==> src/hw/rtl/tlbfl_pkg.sv <==
// ----------------------------------------------------------------------------
// tlbfl_pkg
// Shared types and constants for the FIFO/LRU translation buffer.
// ----------------------------------------------------------------------------
`default_nettype none

package tlbfl_pkg;

   localparam int ENTRIES    = 16;
   localparam int IDX_W      = (ENTRIES > 1) ? $clog2(ENTRIES) : 1;
   localparam int FILL_W     = $clog2(ENTRIES + 1);
   localparam int LIM_W      = (FILL_W > 5) ? FILL_W : 5;
   localparam int STAMP_W    = 32;
   localparam int PAGE_W     = 32;
   localparam int PID_W      = 16;
   localparam int FRAME_W    = 16;
   localparam int CSR_IDX_W  = 2;
   localparam int CSR_DATA_W = 5;

   localparam logic [CSR_IDX_W-1:0]  CSR_MODE    = 2'd0;
   localparam logic [CSR_IDX_W-1:0]  CSR_LIMIT   = 2'd1;
   localparam logic [CSR_DATA_W-1:0] LIMIT_RESET = 5'd16;

   localparam logic MODE_FIFO  = 1'b0;
   localparam logic MODE_LRU   = 1'b1;
   localparam logic CMD_LOOKUP = 1'b0;
   localparam logic CMD_INSERT = 1'b1;

   typedef enum logic [1:0] {
      ST_IDLE,
      ST_SCAN,
      ST_FIN
   } state_type;

   // Search packet handed from cell to cell
   typedef struct packed {
      logic               cmd;
      logic [PAGE_W-1:0]  page;
      logic [PID_W-1:0]   owner;
      logic               found;
      logic [IDX_W-1:0]   best_idx;
      logic [STAMP_W-1:0] best_age;
      logic [STAMP_W-1:0] best_use;
      logic [FRAME_W-1:0] best_frame;
      logic               free_found;
      logic [IDX_W-1:0]   free_idx;
   } pkt_type;

   // Broadcast update to one cell
   typedef struct packed {
      logic               en;
      logic               insert;
      logic [IDX_W-1:0]   idx;
      logic [PAGE_W-1:0]  page;
      logic [PID_W-1:0]   owner;
      logic [FRAME_W-1:0] frame;
      logic [STAMP_W-1:0] stamp;
   } wr_type;

endpackage

`default_nettype wire

==> src/hw/rtl/tlbfl_cell.sv <==
// ----------------------------------------------------------------------------
// tlbfl_cell
// One table entry plus its stage of the search chain.
// ----------------------------------------------------------------------------
`default_nettype none

module tlbfl_cell
   import tlbfl_pkg::*;
(
   input  wire logic               clock,
   input  wire logic               reset,
   input  wire logic [IDX_W-1:0]   cell_idx,
   input  wire logic               mode,
   input  wire logic [STAMP_W-1:0] next_stamp,
   input  wire logic               advance,
   input  wire pkt_type            pkt_i,
   output pkt_type                 pkt_o,
   input  wire wr_type             wr,
   output logic                    valid_o
);

   logic               valid_ff;
   logic [PAGE_W-1:0]  page_ff;
   logic [PID_W-1:0]   owner_ff;
   logic [FRAME_W-1:0] frame_ff;
   logic [STAMP_W-1:0] ins_ff;
   logic [STAMP_W-1:0] use_ff;
   pkt_type            pkt_ff;
   pkt_type            pkt_in;

   logic [STAMP_W-1:0] age;
   logic               cand;
   logic               better;
   logic               sel;

   assign sel = wr.en && (wr.idx == cell_idx);

   always_ff @(posedge clock) begin
      if (reset) begin
         valid_ff <= 1'b0;
      end else if (sel && wr.insert) begin
         valid_ff <= 1'b1;
      end
   end

   always_ff @(posedge clock) begin
      if (sel) begin
         use_ff <= wr.stamp;
         if (wr.insert) begin
            page_ff  <= wr.page;
            owner_ff <= wr.owner;
            frame_ff <= wr.frame;
            ins_ff   <= wr.stamp;
         end
      end
   end

   always_comb begin
      age = next_stamp - ins_ff;
      if (pkt_i.cmd == CMD_LOOKUP) begin
         cand   = valid_ff && (page_ff == pkt_i.page) && (owner_ff == pkt_i.owner);
         better = !pkt_i.found || (age > pkt_i.best_age);
      end else begin
         cand = valid_ff;
         if (mode == MODE_LRU) begin
            better = !pkt_i.found || (use_ff < pkt_i.best_use) ||
                     ((use_ff == pkt_i.best_use) && (age > pkt_i.best_age));
         end else begin
            better = !pkt_i.found || (age > pkt_i.best_age);
         end
      end

      pkt_in = pkt_i;
      if (cand && better) begin
         pkt_in.found      = 1'b1;
         pkt_in.best_idx   = cell_idx;
         pkt_in.best_age   = age;
         pkt_in.best_use   = use_ff;
         pkt_in.best_frame = frame_ff;
      end
      // lowest free slot: first one seen down the chain
      if (!valid_ff && !pkt_i.free_found) begin
         pkt_in.free_found = 1'b1;
         pkt_in.free_idx   = cell_idx;
      end
   end

   // the whole chain freezes while a finished search waits for the output
   always_ff @(posedge clock) begin
      if (advance) begin
         pkt_ff <= pkt_in;
      end
   end

   assign pkt_o   = pkt_ff;
   assign valid_o = valid_ff;

endmodule

`default_nettype wire

==> config.mk <==
export PLATFORM = sky130hd
export DESIGN_NAME = tlbfl_cell
export DESIGN_NICKNAME = d
export VERILOG_FILES = /design/src/hw/rtl/tlbfl_pkg.sv /design/src/hw/rtl/tlbfl_cell.sv
export SDC_FILE = /design/constraint.sdc
export NUM_CORES = 1
export LEC_CHECK = 0
export ABC_CLOCK_PERIOD_IN_PS = 13500
export BUFFER_PORTS_ARGS = -buffer_cell sky130_fd_sc_hd__buf_4
export CORE_AREA = 2 2 162 164
export DETAILED_ROUTE_END_ITERATION = 8
export DIE_AREA = 0 0 164 166
export PLACE_DENSITY = 0.81
export RECOVER_POWER = 100
export SLEW_MARGIN = 20
export SYNTH_ARGS = -nofsm -noshare
export SYNTH_HDL_FRONTEND = slang
export SYNTH_SLANG_ARGS = --single-unit
==> constraint.sdc <==
create_clock -name clock -period 13.5 [get_ports clock]
set_input_delay 2.025 -clock clock [delete_from_list [all_inputs] [get_ports clock]]
set_output_delay 2.025 -clock clock [all_outputs]
set_load 0.01 [all_outputs]
==> results.sh, run 1 <==
export IMPL_rrSetupSlack_ns=6.34
export IMPL_syn_nets=1306
export IMPL_antenna_found_initial=2
export IMPL_worstHoldStart="frame_ff[3]$_DFFE_PP_"
export IMPL_violations="max-capacitance violations, max-slew violations"
export IMPL_drtIter0Drc=564
export IMPL_synth_cell_type_count=59
export IMPL_drtPass1Iterations=5
export IMPL_crit_type="in -> reg"
export IMPL_gp_congestion=0.897
export IMPL_cp_cell_sequence="clkbuf_1 > xnor2_1 > nand2_1 > nor4_1 > clkbuf_1 > and2_0 > clkbuf_1"
export IMPL_vias_per_cell=5.34
export IMPL_cts_tree="yes"
export IMPL_yosysMostFrequentCell="edfxtp_1"
export IMPL_slowest_stage="and2_0"
export IMPL_crit_path_end_kind="register"
export IMPL_power_share_sequential_pct=48.7
export IMPL_rsz0062_at_grt="false"
export IMPL_cts_resized_gates=0
export IMPL_vdd_drop_max_mv=0.136
export IMPL_yosysTopAreaCell="edfxtp_1"
export IMPL_path_buf_inv=3
export IMPL_clock_sinks=268
export IMPL_io_buffers=420
export IMPL_r2r_cells=20
export IMPL_cp_start_kind="input pin"
export IMPL_worst_slew_margin_rel_pct=-181
export IMPL_switchingPower_w=0.000465
export IMPL_period_share_pct=63.6
export IMPL_crit_family="buffers and inverters"
export IMPL_path_clk_slew_ns=0.06
export IMPL_cp_data_arrival_time_ns=8.67
export IMPL_slowest_delay_ns=2.30
export IMPL_postSynthCellCount=929
export IMPL_swShare_pct=23.3
export IMPL_wl_per_cell_um=20.1
export IMPL_grt_pass1_wl_um=51800
export IMPL_synth_edf_count=267
export IMPL_final_util_pct=65.2
export IMPL_r2r_start="ins_ff[0]$_DFFE_PP_"
export IMPL_fin_crit_ns=8.59
export IMPL_final_hold_viol_count=0
export IMPL_fmax_ghz=0.116
export IMPL_p_int_w=0.00153
export IMPL_power_density_nw_per_um2=119
export IMPL_status="finished with violations"
export IMPL_clk_path_buf_depth=3
export IMPL_overflow=0
export IMPL_initial_core_util_pct=51.2
export IMPL_p_comb_share_pct=12.6
export IMPL_synth_area_leaders="edfxtp_1, ha_1, mux2_1"
export IMPL_fill_cells=2039
export IMPL_die_h_um=166
export IMPL_rows=59
export IMPL_die_w_um=164
export IMPL_p_clk_share_pct=38.7
export IMPL_synth_warnings=0
export IMPL_crit_top_cell="clkbuf_1"
export IMPL_cts_buffers=28
export IMPL_hold_class="reg -> reg"
export IMPL_post_cts_setup_buffers=0
export IMPL_setup_tns_ns=0
export IMPL_die_area_um2=27200
export IMPL_ys_async_sr_fraction_pct=0
export IMPL_placeableCoreArea_um2=25600
export IMPL_r2r_end="pkt_o[20]$_DFFE_PP_"
export IMPL_setup_violations=0
export IMPL_slew_violations=363
export IMPL_grt_max_degree=73
export IMPL_postRouteAntennaNets=0
export IMPL_crit_required_ns=13.58
export IMPL_ios=421
export IMPL_nNetsFinal=1747
export IMPL_synth_top_cell_area_share_pct=61.2
export IMPL_gr_usage_all_layers_pct=24.9
export IMPL_final_layout_size_suffix_gt1_share_pct=21.4
export IMPL_grt_pass1_vias=9617
export IMPL_crit_start="cell_idx[1]"
export IMPL_drc_errors=0
export IMPL_synth_cell_area_um2=13100
export IMPL_routed_wl_um=34800
export IMPL_synth_top_flop_cell="edfxtp_1"
export IMPL_clock_skew_final_ns=0.0169
export IMPL_worstHoldEndpoint="pkt_o[8]$_DFFE_PP_"
export IMPL_syn_avg_cell_area_um2=14.1
export IMPL_dpl_hpwl_um=26800
export IMPL_tightest_slew_ns=4.22
export IMPL_root_buffer="clkbuf_16"
export IMPL_areaGrowthSynthToFinish_pct=27.5
export IMPL_htreeDepth=1
export IMPL_min_path_cells=1
export IMPL_synth_yosys_seq_area_share_pct=61.3
export IMPL_max_cap_violations=7
export IMPL_vias=9214
export IMPL_post_cts_hold_buffer_count=0
export IMPL_synth_commonest_cells="edfxtp_1, inv_1, ha_1, xor2_1, mux2_1"
export IMPL_cp_max_fo=55
export IMPL_ys_ff_latch=268
export IMPL_clk_insertion_delay_late_ns=0.54
export IMPL_p_leak_nw=6.75
power by group through the flow:
stage	combinational [W]	sequential (W)	clock, W
2_1_floorplan	0.000113	0.00100	0
3_3_place_gp	0.000274	0.000986	0
3_5_place_dp	0.000282	0.000987	0
4_1_cts	0.000284	0.000970	0.000784
5_1_grt	0.000278	0.000974	0.000813
6_report	0.000251	0.000972	0.000771
state kept, by name, indices dropped and copies added (netlist names):
signal,flops
frame_ff,16
valid_o,1
pkt_o,139
page_ff,32
owner_ff,16
ins_ff,32
use_ff,32
placed cells by master, fill, tap and decap left out, types with 3 or more instances in the layout:
master	netlist	routed
edfxtp_1	267	267
clkbuf_1	2	219
buf_4	1	131
inv_1	100	100
ha_1	95	95
clkbuf_4	0	80
xor2_1	61	61
mux2_1	50	52
a21oi_1	46	46
mux2_2	37	35
nor2_1	33	33
nand2_1	29	29
clkbuf_16	0	29
nand4_1	20	20
xnor2_1	19	19
o21ai_0	18	19
a21o_1	18	18
nor2b_1	15	15
nor4_1	14	14
nand3_1	10	10
nor3_1	9	9
clkinv_2	0	7
a211oi_1	6	6
o211ai_1	4	5
nand2b_1	5	5
and4_1	4	4
o21a_1	4	4
a31oi_1	4	4
o31ai_1	4	4
a2111oi_0	4	4
o21bai_1	3	3
a221oi_1	3	3
bufinv_16	0	3
clkinv_1	0	3
per-layer routing:
layer / track usage [%] / wire (um) / vias to the layer above
met3: 6.32 / 2810 / 81
met5: 0 / 0 / -
met2: 45.5 / 18100 / 383
met4: 9.53 / 1370 / 0
li1: - / - / 4361
met1: 27.7 / 12400 / 4389
stage by stage:
| step | hold WS (ns) | power (W) | area [um^2] | std cells | setup WS (ns) |
|---|---|---|---|---|---|
| 6_report | 0.528 | 0.00199 | 16700 | 1727 | 4.91 |
| 3_5_place_dp | 0.522 | 0.00127 | 16600 | 1675 | 6.24 |
| 3_3_place_gp | 0.505 | 0.00126 | 16600 | 1675 | 6.33 |
| 4_1_cts | 0.536 | 0.00204 | 17600 | 1725 | 6.81 |
| 2_1_floorplan | 0.501 | 0.00111 | 13100 | 929 | 5.11 |
| 5_1_grt | 0.545 | 0.00207 | 16700 | 1727 | 4.15 |
worst max path at each step:
stage | end | slack [ns] | cells after the start
after floorplan | frame_ff[0]$_DFFE_PP_ | 5.11 | 3
after global placement | pkt_o[17]$_DFFE_PP_ | 6.33 | 22
after detailed placement | pkt_o[14]$_DFFE_PP_ | 6.24 | 22
after CTS | pkt_o[33]$_DFFE_PP_ | 6.81 | 22
after global routing | page_ff[25]$_DFFE_PP_ | 4.15 | 7
final | page_ff[21]$_DFFE_PP_ | 4.91 | 7
logic make-up (layout without fill, tap and decap cells):
kind of cell               after synthesis  in the layout  share of synthesized area, %
and+or+nand+nor                        148            148                          5.87
DFF                                    268            268                          61.3
adders and majority gates               96             96                          9.22
AOI/OAI and AO/OA                      135            135                          7.02
muxes                                   88             88                          7.55
xor gates and xnor gates                80             80                          5.35
buffers and inverters                  114            575                          3.64
other                                    0              2                             0
layout make-up:
type / instances / area (um^2) / share of cell area, %
Tap cell: 335 / 419 / 2.51
Timing Repair Buffer: 425 / 2390 / 14.3
Multi-Input combinational cell: 547 / 4580 / 27.4
Clock buffer: 35 / 758 / 4.54
Clock inverter: 15 / 154 / 0.921
Antenna cell: 2 / 5.00 / 0.0299
Sequential cell: 268 / 8040 / 48.1
Inverter: 100 / 375 / 2.25
Power figures use the tool's default switching activity.
==> run 2: changes to the inputs <==
--- a/config.mk
+++ b/config.mk
@@ -5,12 +5,11 @@
 export SDC_FILE = /design/constraint.sdc
 export NUM_CORES = 1
 export LEC_CHECK = 0
-export ABC_CLOCK_PERIOD_IN_PS = 13500
+export ABC_CLOCK_PERIOD_IN_PS = 7650
 export BUFFER_PORTS_ARGS = -buffer_cell sky130_fd_sc_hd__buf_4
-export CORE_AREA = 2 2 162 164
+export CORE_UTILIZATION = 47
 export DETAILED_ROUTE_END_ITERATION = 8
-export DIE_AREA = 0 0 164 166
-export PLACE_DENSITY = 0.81
+export PLACE_DENSITY = 0.78
 export RECOVER_POWER = 100
 export SLEW_MARGIN = 20
 export SYNTH_ARGS = -nofsm -noshare
==> constraint.sdc (replaced) <==
create_clock -name clock -period 7.65 [get_ports clock]
set_input_delay 1.1475 -clock clock [delete_from_list [all_inputs] [get_ports clock]]
set_output_delay 1.1475 -clock clock [all_outputs]
set_load 0.01 [all_outputs]
==> results.sh, run 2 (synthesis gave the netlist of run 1 again) <==
export IMPL_rsz0062_at_grt="false"
export IMPL_min_path_cells=1
export IMPL_post_cts_hold_buffer_count=0
export IMPL_setup_tns_ns=0
export IMPL_io_buffers=420
export IMPL_final_layout_size_suffix_gt1_share_pct=21.4
export IMPL_routed_wl_um=33900
export IMPL_p_leak_nw=6.72
export IMPL_r2r_cells=20
export IMPL_gp_congestion=0.874
export IMPL_multiInputGateArea_um2=4580
export IMPL_drc_errors=0
export IMPL_violations="max-capacitance violations, max-slew violations"
export IMPL_grt_pass1_wl_um=50300
export IMPL_clk_path_buf_depth=3
export IMPL_cts_resized_gates=0
export IMPL_vias=8999
export IMPL_dpl_hpwl_um=26600
export IMPL_final_hold_viol_count=0
export IMPL_worst_slew_margin_rel_pct=-129
export IMPL_grt_pass1_vias=9530
export IMPL_setup_slack_ns=1.20
export IMPL_hold_class="reg -> reg"
export IMPL_cts_buffers=28
export IMPL_fill_cells=2274
export IMPL_cts_tree="yes"
export IMPL_path_clk_slew_ns=0.06
export IMPL_wl_per_cell_um=19.2
export IMPL_switchingPower_w=0.000804
export IMPL_setup_violations=0
export IMPL_gr_usage_all_layers_pct=23.3
export IMPL_fin_crit_ns=6.45
export IMPL_ios=421
export IMPL_final_cell_mix="edfxtp_1, clkbuf_1, buf_4, inv_1, ha_1"
export IMPL_die_area_um2=28500
export IMPL_p_int_w=0.00260
export IMPL_p_comb_share_pct=13.0
export IMPL_status="finished with violations"
export IMPL_fmax_ghz=0.155
export IMPL_drtIter0Drc=422
export IMPL_placeableCoreArea_um2=27200
export IMPL_max_cap_violations=4
export IMPL_seqCellArea_um2=8040
export IMPL_final_common_cell="edfxtp_1"
export IMPL_crit_top_cell="clkbuf_1"
export IMPL_clock_skew_final_ns=0.0217
export IMPL_timing_hold_ws_ns=0.524
export IMPL_slowest_delay_ns=2.45
export IMPL_largest_register_ff_count=139
export IMPL_finalNonFillerCells=1768
export IMPL_preCtsSetupSlack_ns=1.19
export IMPL_overflow=0
export IMPL_clk_insertion_delay_late_ns=0.56
export IMPL_die_h_um=169
export IMPL_crit_type="in -> reg"
export IMPL_cp_start_kind="input pin"
export IMPL_power_share_sequential_pct=50.3
export IMPL_nNetsFinal=1747
export IMPL_slew_violations=226
export IMPL_cp_cell_sequence="clkbuf_1 > xor2_1 > nor4_2 > clkbuf_1 > and2_0 > buf_4"
export IMPL_rows=60
export IMPL_period_share_pct=84.4
export IMPL_slowest_stage="and2_0"
export IMPL_crit_required_ns=7.82
export IMPL_areaGrowthSynthToFinish_pct=27.7
export IMPL_initial_core_util_pct=48.2
export IMPL_antenna_found_initial=8
export IMPL_swShare_pct=23.6
export IMPL_postRouteAntennaNets=0
export IMPL_clock_sinks=268
export IMPL_vias_per_cell=5.09
export IMPL_power_density_nw_per_um2=203
export IMPL_die_w_um=169
export IMPL_cp_data_arrival_time_ns=6.62
export IMPL_post_cts_setup_buffers=0
export IMPL_grt_max_degree=79
export IMPL_vdd_drop_max_mv=0.186
export IMPL_cp_max_fo=49
export IMPL_crit_path_end_kind="register"
export IMPL_p_clk_share_pct=36.7
export IMPL_root_buffer="clkbuf_16"
export IMPL_power_total_w=0.00340
export IMPL_htreeDepth=1
export IMPL_placed_cells=1712
export IMPL_drtPass1Iterations=5
export IMPL_tightest_slew_ns=3.44
## run 2: cell types whose count changed in the layout (fill, tap and decap cells not counted), moves of 3 or more
cell / previous run / this run
buf_4: 131 / 134
clkbuf_1: 219 / 213
clkbuf_4: 80 / 84
clkinv_1: 3 / 9
clkinv_2: 7 / 1
diode_2: 2 / 8
## run 2: through the flow
stage	instance area (um^2)	util (%)
floorplan	13100	-
global placement	16700	61.4
detailed placement	16700	61.4
CTS	17500	64.5
global route	16700	61.5
finish	16700	61.6
## run 2: per-layer routing
layer | part of all wire (%) | track usage (%) | vias up
met4 | 4.3 | 10.8 | 0
met1 | 36 | 25.1 | 4197
li1 | - | - | 4366
met3 | 7.2 | 5.96 | 80
met2 | 52 | 42.8 | 356
met5 | 0 | 0 | -
## run 2: power groups by stage
stage	Sequential (W)	Clock, W	Combinational, W
2_1_floorplan	0.00176	0	0.000199
3_3_place_gp	0.00174	0	0.000485
4_1_cts	0.00171	0.00128	0.000500
3_5_place_dp	0.00174	0	0.000497
6_report	0.00171	0.00125	0.000441
5_1_grt	0.00172	0.00132	0.000488
## run 2: worst max-delay path, delay by kind of cell
family,cells,cell delay (ns)
buffers and inverters,3,2.53
AND/OR/NAND/NOR,2,2.71
XOR/XNOR,1,0.18
## run 2: worst paths after layout
kind,slack [ns],endpoint,startpoint
worst max-delay path,1.20,ins_ff[6]$_DFFE_PP_,cell_idx[3]
worst min-delay path,0.52,pkt_o[6]$_DFFE_PP_,frame_ff[1]$_DFFE_PP_
worst max register to register,2.00,pkt_o[29]$_DFFE_PP_,ins_ff[0]$_DFFE_PP_
worst min register to register,0.52,pkt_o[6]$_DFFE_PP_,frame_ff[1]$_DFFE_PP_
## run 2: layout make-up
cell class	instances	area share, %
Multi-Input combinational cell	547	27.4
Timing Repair Buffer	425	14.4
Inverter	100	2.24
Antenna cell	8	0.120
Tap cell	372	2.78
Clock buffer	35	4.35
Clock inverter	13	0.636
Sequential cell	268	48.1
